[config.mk]
export PLATFORM = sky130hd
export DESIGN_NAME = signed_int_to_decimal_ascii_top
export DESIGN_NICKNAME = d
export VERILOG_FILES = /design/src/rtl/sida_pkg.sv /design/src/rtl/signed_int_to_decimal_ascii_top.sv
export SDC_FILE = /design/constraint.sdc
export NUM_CORES = 1
export LEC_CHECK = 0
export BUFFER_PORTS_ARGS = -buffer_cell sky130_fd_sc_hd__buf_4
export CAP_MARGIN = 20
export CORE_UTILIZATION = 57
export CTS_CLUSTER_DIAMETER = 50
export DETAILED_ROUTE_END_ITERATION = 7
export PLACE_DENSITY = 0.82
export RECOVER_POWER = 50
export SLEW_MARGIN = 5
export SYNTH_ARGS = -nofsm -noshare
export SYNTH_HDL_FRONTEND = slang
export SYNTH_SLANG_ARGS = --single-unit
[constraint.sdc]
create_clock -name aclk -period 3.85 [get_ports aclk]
set_clock_uncertainty 0.05 [all_clocks]
set_input_delay 0.385 -clock aclk [delete_from_list [all_inputs] [get_ports aclk]]
set_output_delay 0.385 -clock aclk [all_outputs]
set_load 0.02 [all_outputs]
[src/rtl/sida_pkg.sv]
// package for the signed integer to decimal ascii converter: constants, types, helpers
`timescale 1ns / 1ps

package sida_pkg;

    localparam int DEF_VALUE_BITS     = 32;
    localparam int DEF_MAX_PAD_DIGITS = 16;

    localparam int CFG_DATA_W   = 32;
    localparam int CFG_ADDR_W   = 3;
    localparam int MIN_DIGITS_W = 5;
    localparam int CHAR_W       = 6;
    localparam int M_TDATA_W    = 8;

    // register index, taken from paddr bit 2 (one 32-bit word per register)
    localparam logic REG_MIN_DIGITS = 1'b0;

    localparam logic [CHAR_W-1:0] CHAR_ZERO  = 6'd48;
    localparam logic [CHAR_W-1:0] CHAR_MINUS = 6'd45;
    localparam logic [CHAR_W-1:0] CHAR_NINE  = 6'd57;
    localparam logic [3:0]        BCD_ADJ_MIN = 4'd5;
    localparam logic [3:0]        BCD_ADJ     = 4'd3;

    typedef enum logic [2:0] {
        ST_IDLE,
        ST_CONVERT,
        ST_SCAN,
        ST_SIGN,
        ST_DIGITS
    } state_t;

    // decimal digits needed for the magnitude of a bits-wide two's complement value
    function automatic int bcd_digits(input int bits);
        return (bits * 3) / 10 + 1;
    endfunction

    function automatic int max_int(input int a, input int b);
        return (a > b) ? a : b;
    endfunction

endpackage

[src/rtl/signed_int_to_decimal_ascii_top.sv]
// signed integer to zero-padded decimal ascii text, one character per output item
//
// Usage:
//   s_ channel: one item carries a signed two's complement value in s_tdata.
//   m_ channel: the decimal text, most significant character first, one
//   character per item in m_tdata[5:0]; m_tlast marks the final character.
//   Negative values start with '-'; digits are padded with leading '0' up to
//   min_digits (apb register 0, saturated to MAX_PAD_DIGITS, sign not counted).
// Timing:
//   the block takes one item at a time; s_tready is high only when idle.
//   An item goes through the shift-add-3 binary to bcd loop (one bit per
//   cycle through a single adjust-and-shift unit), then a scan that steps
//   past each skipped leading zero (at most 9 for 32-bit values), then the
//   characters go one by one into the output register while the receiver is
//   ready; the sign or first digit is registered once the scan is done.
// Reset and stalls:
//   aresetn (synchronous, active low) returns to idle, empties the output
//   register and clears min_digits to 0. When m_tready is low the output
//   register holds its character and emission pauses; a new item can be
//   accepted while the last character of the previous one still waits.
`timescale 1ns / 1ps

module signed_int_to_decimal_ascii_top #(
    parameter int VALUE_BITS     = sida_pkg::DEF_VALUE_BITS,
    parameter int MAX_PAD_DIGITS = sida_pkg::DEF_MAX_PAD_DIGITS
) (
    input  logic                                 aclk,
    input  logic                                 aresetn,
    // input channel
    input  logic                                 s_tvalid,
    output logic                                 s_tready,
    input  logic [((VALUE_BITS + 7) / 8) * 8-1:0] s_tdata,  // [VALUE_BITS-1:0] value
    // result channel
    output logic                                 m_tvalid,
    input  logic                                 m_tready,
    output logic [sida_pkg::M_TDATA_W-1:0]       m_tdata,   // [5:0] char_code
    output logic                                 m_tlast,   // last_char
    // configuration
    input  logic                                 psel,
    input  logic                                 penable,
    input  logic                                 pwrite,
    input  logic [sida_pkg::CFG_ADDR_W-1:0]      paddr,
    input  logic [sida_pkg::CFG_DATA_W-1:0]      pwdata,
    output logic [sida_pkg::CFG_DATA_W-1:0]      prdata,
    output logic                                 pready
);
    import sida_pkg::*;

    localparam int BCD_DIGITS = bcd_digits(VALUE_BITS);
    localparam int BCD_IDX_W  = $clog2(BCD_DIGITS);
    localparam int LEN        = max_int(BCD_DIGITS, MAX_PAD_DIGITS);
    localparam int IDX_W      = $clog2(LEN);
    localparam int PAD_W      = $clog2(MAX_PAD_DIGITS + 1);
    localparam int CW         = max_int(IDX_W, PAD_W) + 1;
    localparam int CNT_W      = $clog2(VALUE_BITS + 1);

    state_t state_reg, state_next;

    logic [MIN_DIGITS_W-1:0]           min_digits_reg;
    logic [VALUE_BITS-1:0]             bin_reg, bin_next;
    logic [BCD_DIGITS-1:0][3:0]        bcd_reg, bcd_next;
    logic [CNT_W-1:0]                  cnt_reg, cnt_next;
    logic [IDX_W-1:0]                  idx_reg, idx_next;
    logic                              neg_reg, neg_next;
    logic                              m_tvalid_reg, m_tvalid_next;
    logic [CHAR_W-1:0]                 char_reg, char_next;
    logic                              last_reg, last_next;

    logic                              s_accept;
    logic                              out_free;
    logic [VALUE_BITS-1:0]             in_value;
    logic                              in_neg;
    logic [BCD_DIGITS-1:0][3:0]        bcd_adj;
    logic [PAD_W-1:0]                  pad_eff;
    logic [IDX_W-1:0]                  idx_start;
    logic [3:0]                        cur_digit;
    logic                              skip_zero;
    logic                              cfg_write;

    // ---------------- configuration port ----------------
    assign pready    = 1'b1;
    assign cfg_write = psel && penable && pwrite && (paddr[2] == REG_MIN_DIGITS);
    assign prdata    = (paddr[2] == REG_MIN_DIGITS)
                     ? CFG_DATA_W'(min_digits_reg) : '0;

    always_ff @(posedge aclk) begin
        if (!aresetn) begin
            min_digits_reg <= '0;
        end else if (cfg_write) begin
            min_digits_reg <= pwdata[MIN_DIGITS_W-1:0];
        end
    end

    // ---------------- shared datapath pieces ----------------
    assign s_tready = (state_reg == ST_IDLE);
    assign s_accept = s_tvalid && s_tready;
    assign out_free = !m_tvalid_reg || m_tready;

    assign in_value = s_tdata[VALUE_BITS-1:0];
    assign in_neg   = in_value[VALUE_BITS-1];

    // add-3 adjust on every bcd lane that holds 5 or more, then the whole word shifts left by one
    always_comb begin
        for (int d = 0; d < BCD_DIGITS; d++) begin
            bcd_adj[d] = (bcd_reg[d] >= BCD_ADJ_MIN) ? (bcd_reg[d] + BCD_ADJ) : bcd_reg[d];
        end
    end

    assign pad_eff = ({1'b0, min_digits_reg} > (MIN_DIGITS_W + 1)'(MAX_PAD_DIGITS))
                   ? PAD_W'(MAX_PAD_DIGITS) : PAD_W'(min_digits_reg);

    assign idx_start = (CW'(pad_eff) > CW'(BCD_DIGITS))
                     ? IDX_W'(CW'(pad_eff) - CW'(1)) : IDX_W'(BCD_DIGITS - 1);

    assign cur_digit = (CW'(idx_reg) < CW'(BCD_DIGITS))
                     ? bcd_reg[idx_reg[BCD_IDX_W-1:0]] : 4'd0;

    // leading zero beyond the padded width and not the units digit
    assign skip_zero = (idx_reg != '0) && (cur_digit == 4'd0)
                    && (CW'(idx_reg) >= CW'(pad_eff));

    // ---------------- next state ----------------
    always_comb begin
        state_next = state_reg;
        case (state_reg)
            ST_IDLE: begin
                if (s_accept) begin
                    state_next = ST_CONVERT;
                end
            end
            ST_CONVERT: begin
                if (cnt_reg == CNT_W'(1)) begin
                    state_next = ST_SCAN;
                end
            end
            ST_SCAN: begin
                if (!skip_zero) begin
                    state_next = neg_reg ? ST_SIGN : ST_DIGITS;
                end
            end
            ST_SIGN: begin
                if (out_free) begin
                    state_next = ST_DIGITS;
                end
            end
            ST_DIGITS: begin
                if (out_free && (idx_reg == '0)) begin
                    state_next = ST_IDLE;
                end
            end
            default: begin
                state_next = ST_IDLE;
            end
        endcase
    end

    // ---------------- datapath and output register ----------------
    always_comb begin
        bin_next      = bin_reg;
        bcd_next      = bcd_reg;
        cnt_next      = cnt_reg;
        idx_next      = idx_reg;
        neg_next      = neg_reg;
        char_next     = char_reg;
        last_next     = last_reg;
        m_tvalid_next = m_tvalid_reg && !m_tready;
        case (state_reg)
            ST_IDLE: begin
                if (s_accept) begin
                    bin_next = in_neg ? (~in_value + VALUE_BITS'(1)) : in_value;
                    neg_next = in_neg;
                    bcd_next = '0;
                    cnt_next = CNT_W'(VALUE_BITS);
                end
            end
            ST_CONVERT: begin
                bcd_next = (BCD_DIGITS * 4)'({bcd_adj, bin_reg[VALUE_BITS-1]});
                bin_next = {bin_reg[VALUE_BITS-2:0], 1'b0};
                cnt_next = cnt_reg - CNT_W'(1);
                if (cnt_reg == CNT_W'(1)) begin
                    idx_next = idx_start;
                end
            end
            ST_SCAN: begin
                if (skip_zero) begin
                    idx_next = idx_reg - IDX_W'(1);
                end
            end
            ST_SIGN: begin
                if (out_free) begin
                    m_tvalid_next = 1'b1;
                    char_next     = CHAR_MINUS;
                    last_next     = 1'b0;
                end
            end
            ST_DIGITS: begin
                if (out_free) begin
                    m_tvalid_next = 1'b1;
                    char_next     = CHAR_ZERO + CHAR_W'(cur_digit);
                    last_next     = (idx_reg == '0);
                    if (idx_reg != '0) begin
                        idx_next = idx_reg - IDX_W'(1);
                    end
                end
            end
            default: begin
            end
        endcase
    end

    always_ff @(posedge aclk) begin
        if (!aresetn) begin
            state_reg    <= ST_IDLE;
            m_tvalid_reg <= 1'b0;
            cnt_reg      <= '0;
        end else begin
            state_reg    <= state_next;
            m_tvalid_reg <= m_tvalid_next;
            cnt_reg      <= cnt_next;
        end
    end

    always_ff @(posedge aclk) begin
        bin_reg  <= bin_next;
        bcd_reg  <= bcd_next;
        idx_reg  <= idx_next;
        neg_reg  <= neg_next;
        char_reg <= char_next;
        last_reg <= last_next;
    end

    assign m_tvalid = m_tvalid_reg;
    assign m_tdata  = M_TDATA_W'(char_reg);
    assign m_tlast  = last_reg;

    // ---------------- assertions ----------------
    a_char_range: assert property (@(posedge aclk) disable iff (!aresetn)
        m_tvalid_reg |-> (char_reg == CHAR_MINUS)
                      || ((char_reg >= CHAR_ZERO) && (char_reg <= CHAR_NINE)))
        else $error("output character outside '-' and '0'..'9'");

    a_sign_not_last: assert property (@(posedge aclk) disable iff (!aresetn)
        (m_tvalid_reg && (char_reg == CHAR_MINUS)) |-> !last_reg)
        else $error("sign character flagged as last");

    a_sign_only_neg: assert property (@(posedge aclk) disable iff (!aresetn)
        (state_reg == ST_SIGN) |-> neg_reg)
        else $error("sign emitted for a non-negative value");

    a_accept_starts: assert property (@(posedge aclk) disable iff (!aresetn)
        s_accept |=> (state_reg == ST_CONVERT) && (cnt_reg == CNT_W'(VALUE_BITS)))
        else $error("conversion did not start after accept");

    a_cnt_bound: assert property (@(posedge aclk) disable iff (!aresetn)
        (state_reg == ST_CONVERT) |-> (cnt_reg != '0) && (cnt_reg <= CNT_W'(VALUE_BITS)))
        else $error("conversion counter out of range");

endmodule

==> flow_summary.toml <==
[setup_path]
worstPathRequired_ps = 4120
crit_path_end = "cnt_reg[5]"
r2r_slack_ps = 990
cp_max_fo = 58
start_kind = "flop"
cp-startpoint = "state_reg[0]"
reg2regPathDepth = 7
path_class = "reg2reg"
arrival_ps = 3130
worstSetupEndpointType = "flop"
r2r_end = "cnt_reg[5]"
r2r_start = "state_reg[0]"

[synthesis]
synth.area.top_cells = "edfxtp_1 40%, ha_1 6.0%, xor2_1 5.3%"
seq_area_frac_synth = 0.443
yosys_warnings = 0
syn_inst = 655
synth_area_mm2 = 0.00630
syn-mean-instance-area_um2 = 9.62
synth_cell_types = 56
synth_top_cell_by_area = "edfxtp_1"
ys_ff_latch = 98
synth_top_cell_area_share = 0.395

[timing]
period_minus_slack_ps = 2860
min_period_over_period = 0.743
max_slew_margin = 0.0271
slew_violations = 0
worst_pin_slew_ps = 1450
rsz0062_at_grt = "false"
setup_violations = 0
finalHoldViolCount = 0
max_freq_mhz = 350
setup_tns_ps = 0
whs_ps = 208

[grt]
grt_max_degree = 59
gr-usage-all-layers = 0.234
antenna_found_initial = 0
first_global_vias = 4568
grt_first_pass_wirelength_mm = 21.1
grt.overflow.total = 0

[clock_tree]
post_cts_resized = 0
path_clk_slew_ps = 100
post-cts-setup-buffers = 0
cts_max_level = 3
cts_sinks = 98
clk_latency_ps = 370
cts_tree = "yes"
clockBufferDepth = 2
clock-root-buffer = "clkbuf_8"
cts_buffers = 9
cts_hold_buf = 0

[place]
numPortBuffers = 57
place_congestion = 0.892
dpl.hpwl_mm = 9.29

[run_status]
outcome = "finished clean"

[pwr]
total_power_mw = 2.96
pwr_density_cell_mw_per_mm2 = 427
irDropWorstVdd_uv = 244
p_leak_nw = 2.75

[routing]
firstDrtPassIters = 4
drc_errors = 0
detail-route-antenna-nets = 0
first_iter_violations = 242
wl_met1_mm = 5.45
top_layer = "met4"
met3WireLength_um = 576
avgRoutedWirePerCell_um = 15.0
avgViaCountPerCell = 5.57
dr_wl_met2_mm = 6.43
routed_wirelength_mm = 12.7
vias = 4710

[floorplan]
io_pins = 118
die_x_um = 107
die_area_mm2 = 0.0115
start_util = 0.584
row_count = 38
die_y_um = 107
core_area_mm2 = 0.0108

[cells_and_area]
fin_nets = 804
drive_gt1_frac = 0.112
largest_reg_flops = 40
n_antenna_cell = 0
area_delta_synth_final_pct = 9.95

[worst_hold_path]
min_path_type = "in2reg"
whs_path_depth = 3

[run]
max-cap-violations = 0
-- how the worst min path moves through the flow --
stage                 from  slack [ps]           endpoint
3_5_place_dp   bin_reg[30]         470        bin_reg[31]
3_3_place_gp   bin_reg[26]         460        bin_reg[27]
4_1_cts          pwdata[1]         200  min_digits_reg[1]
5_1_grt          pwdata[2]         220  min_digits_reg[2]
2_1_floorplan  s_tdata[31]         430            neg_reg
6_report         pwdata[1]         210  min_digits_reg[1]
-- critical path, stage by stage, from the launching register on --
cell and delay (ps):
dfxtp_1 480, nor2b_1 300, nand2b_2 90, clkbuf_2 640
or4_1 710, nor3_1 210, mux2i_1 200, and2_1 130
-- Yosys cell counts (all sizes together) --
cell type	instances
nor2b	15
edfxtp	83
ha	30
o211ai	3
nor3b	1
dfxtp	15
xnor2	14
nand3	13
and2	8
nand4b	3
nor4	6
and3	1
a31o	1
o2111ai	2
o211a	2
o22a	1
o41ai	5
o22ai	7
or3	6
a41oi	2
a211o	1
conb	2
a21oi	40
o31ai	11
or2	2
clkbuf	18
nor2	56
o21a	2
inv	35
buf	38
nand3b	1
o32ai	2
a21boi	2
nand2	70
nor3	13
o31a	1
a22oi	2
or4	3
xor2	38
nand2b	22
o21ai	50
mux2i	24
a31oi	3
or3b	1
-- through the flow --
step                setup slack (ps)  cell area, um^2   util  instances
floorplan                        463             6410      -        684
detailed placement              1140             6730  0.623        829
global route                     705             6930  0.642        845
global placement                1190             6730  0.623        829
finish                           990             6930  0.642        845
CTS                             1120             7000  0.649        845
-- logic make-up after synthesis --
logic type               synth area share
AND/OR/NAND/NOR                     0.176
AO/OA/AOI/OAI                       0.135
flip-flops                          0.443
buffers and inverters              0.0746
XOR/XNOR                           0.0723
adder cells (fa/ha/maj)            0.0596
multiplexers                       0.0381
other                             0.00119
-- placed cells by master (no fill, tap or decap), types with 6 or more instances in the layout --
cell type	n
and2_1	6
a21oi_1	40
conb_1	31
buf_4	43
edfxtp_1	83
mux2i_1	24
nand2b_1	21
nor2b_1	15
clkbuf_8	10
clkbuf_1	17
nand3_1	13
dfxtp_1	15
o22ai_1	7
xor2_1	38
nor3_1	13
xnor2_1	14
o21ai_0	46
inv_1	35
o31ai_1	8
ha_1	30
nand2_1	70
nor2_1	56
-- per-layer routing --
layer  up-vias  GRT usage
met4         0     0.0724
met5         -          0
met1      2240      0.285
met3        23     0.0529
met2       128      0.409
li1       2319          -
-- final cells by class --
type                    instances  area (um^2)
fillers                       897         3860
multi-input cells             495         3150
flip-flops and latches         98         2790
repair buffers                 61          408
clock buffers                  15          241
well taps                     140          175
inverters                      35          131
clock inverters                 1         30.0
-- report_power, final --
| part | leakage [nW] | total [mW] | switching (mW) | internal [mW] |
|---|---|---|---|---|
| clock | 0.137 | 0.846 | 0.369 | 0.477 |
| sequential | 0.954 | 1.46 | 0.112 | 1.34 |
| combinational | 1.66 | 0.656 | 0.399 | 0.257 |
| total | 2.75 | 2.96 | 0.880 | 2.08 |
No activity file was read; power rests on OpenSTA's default activity.
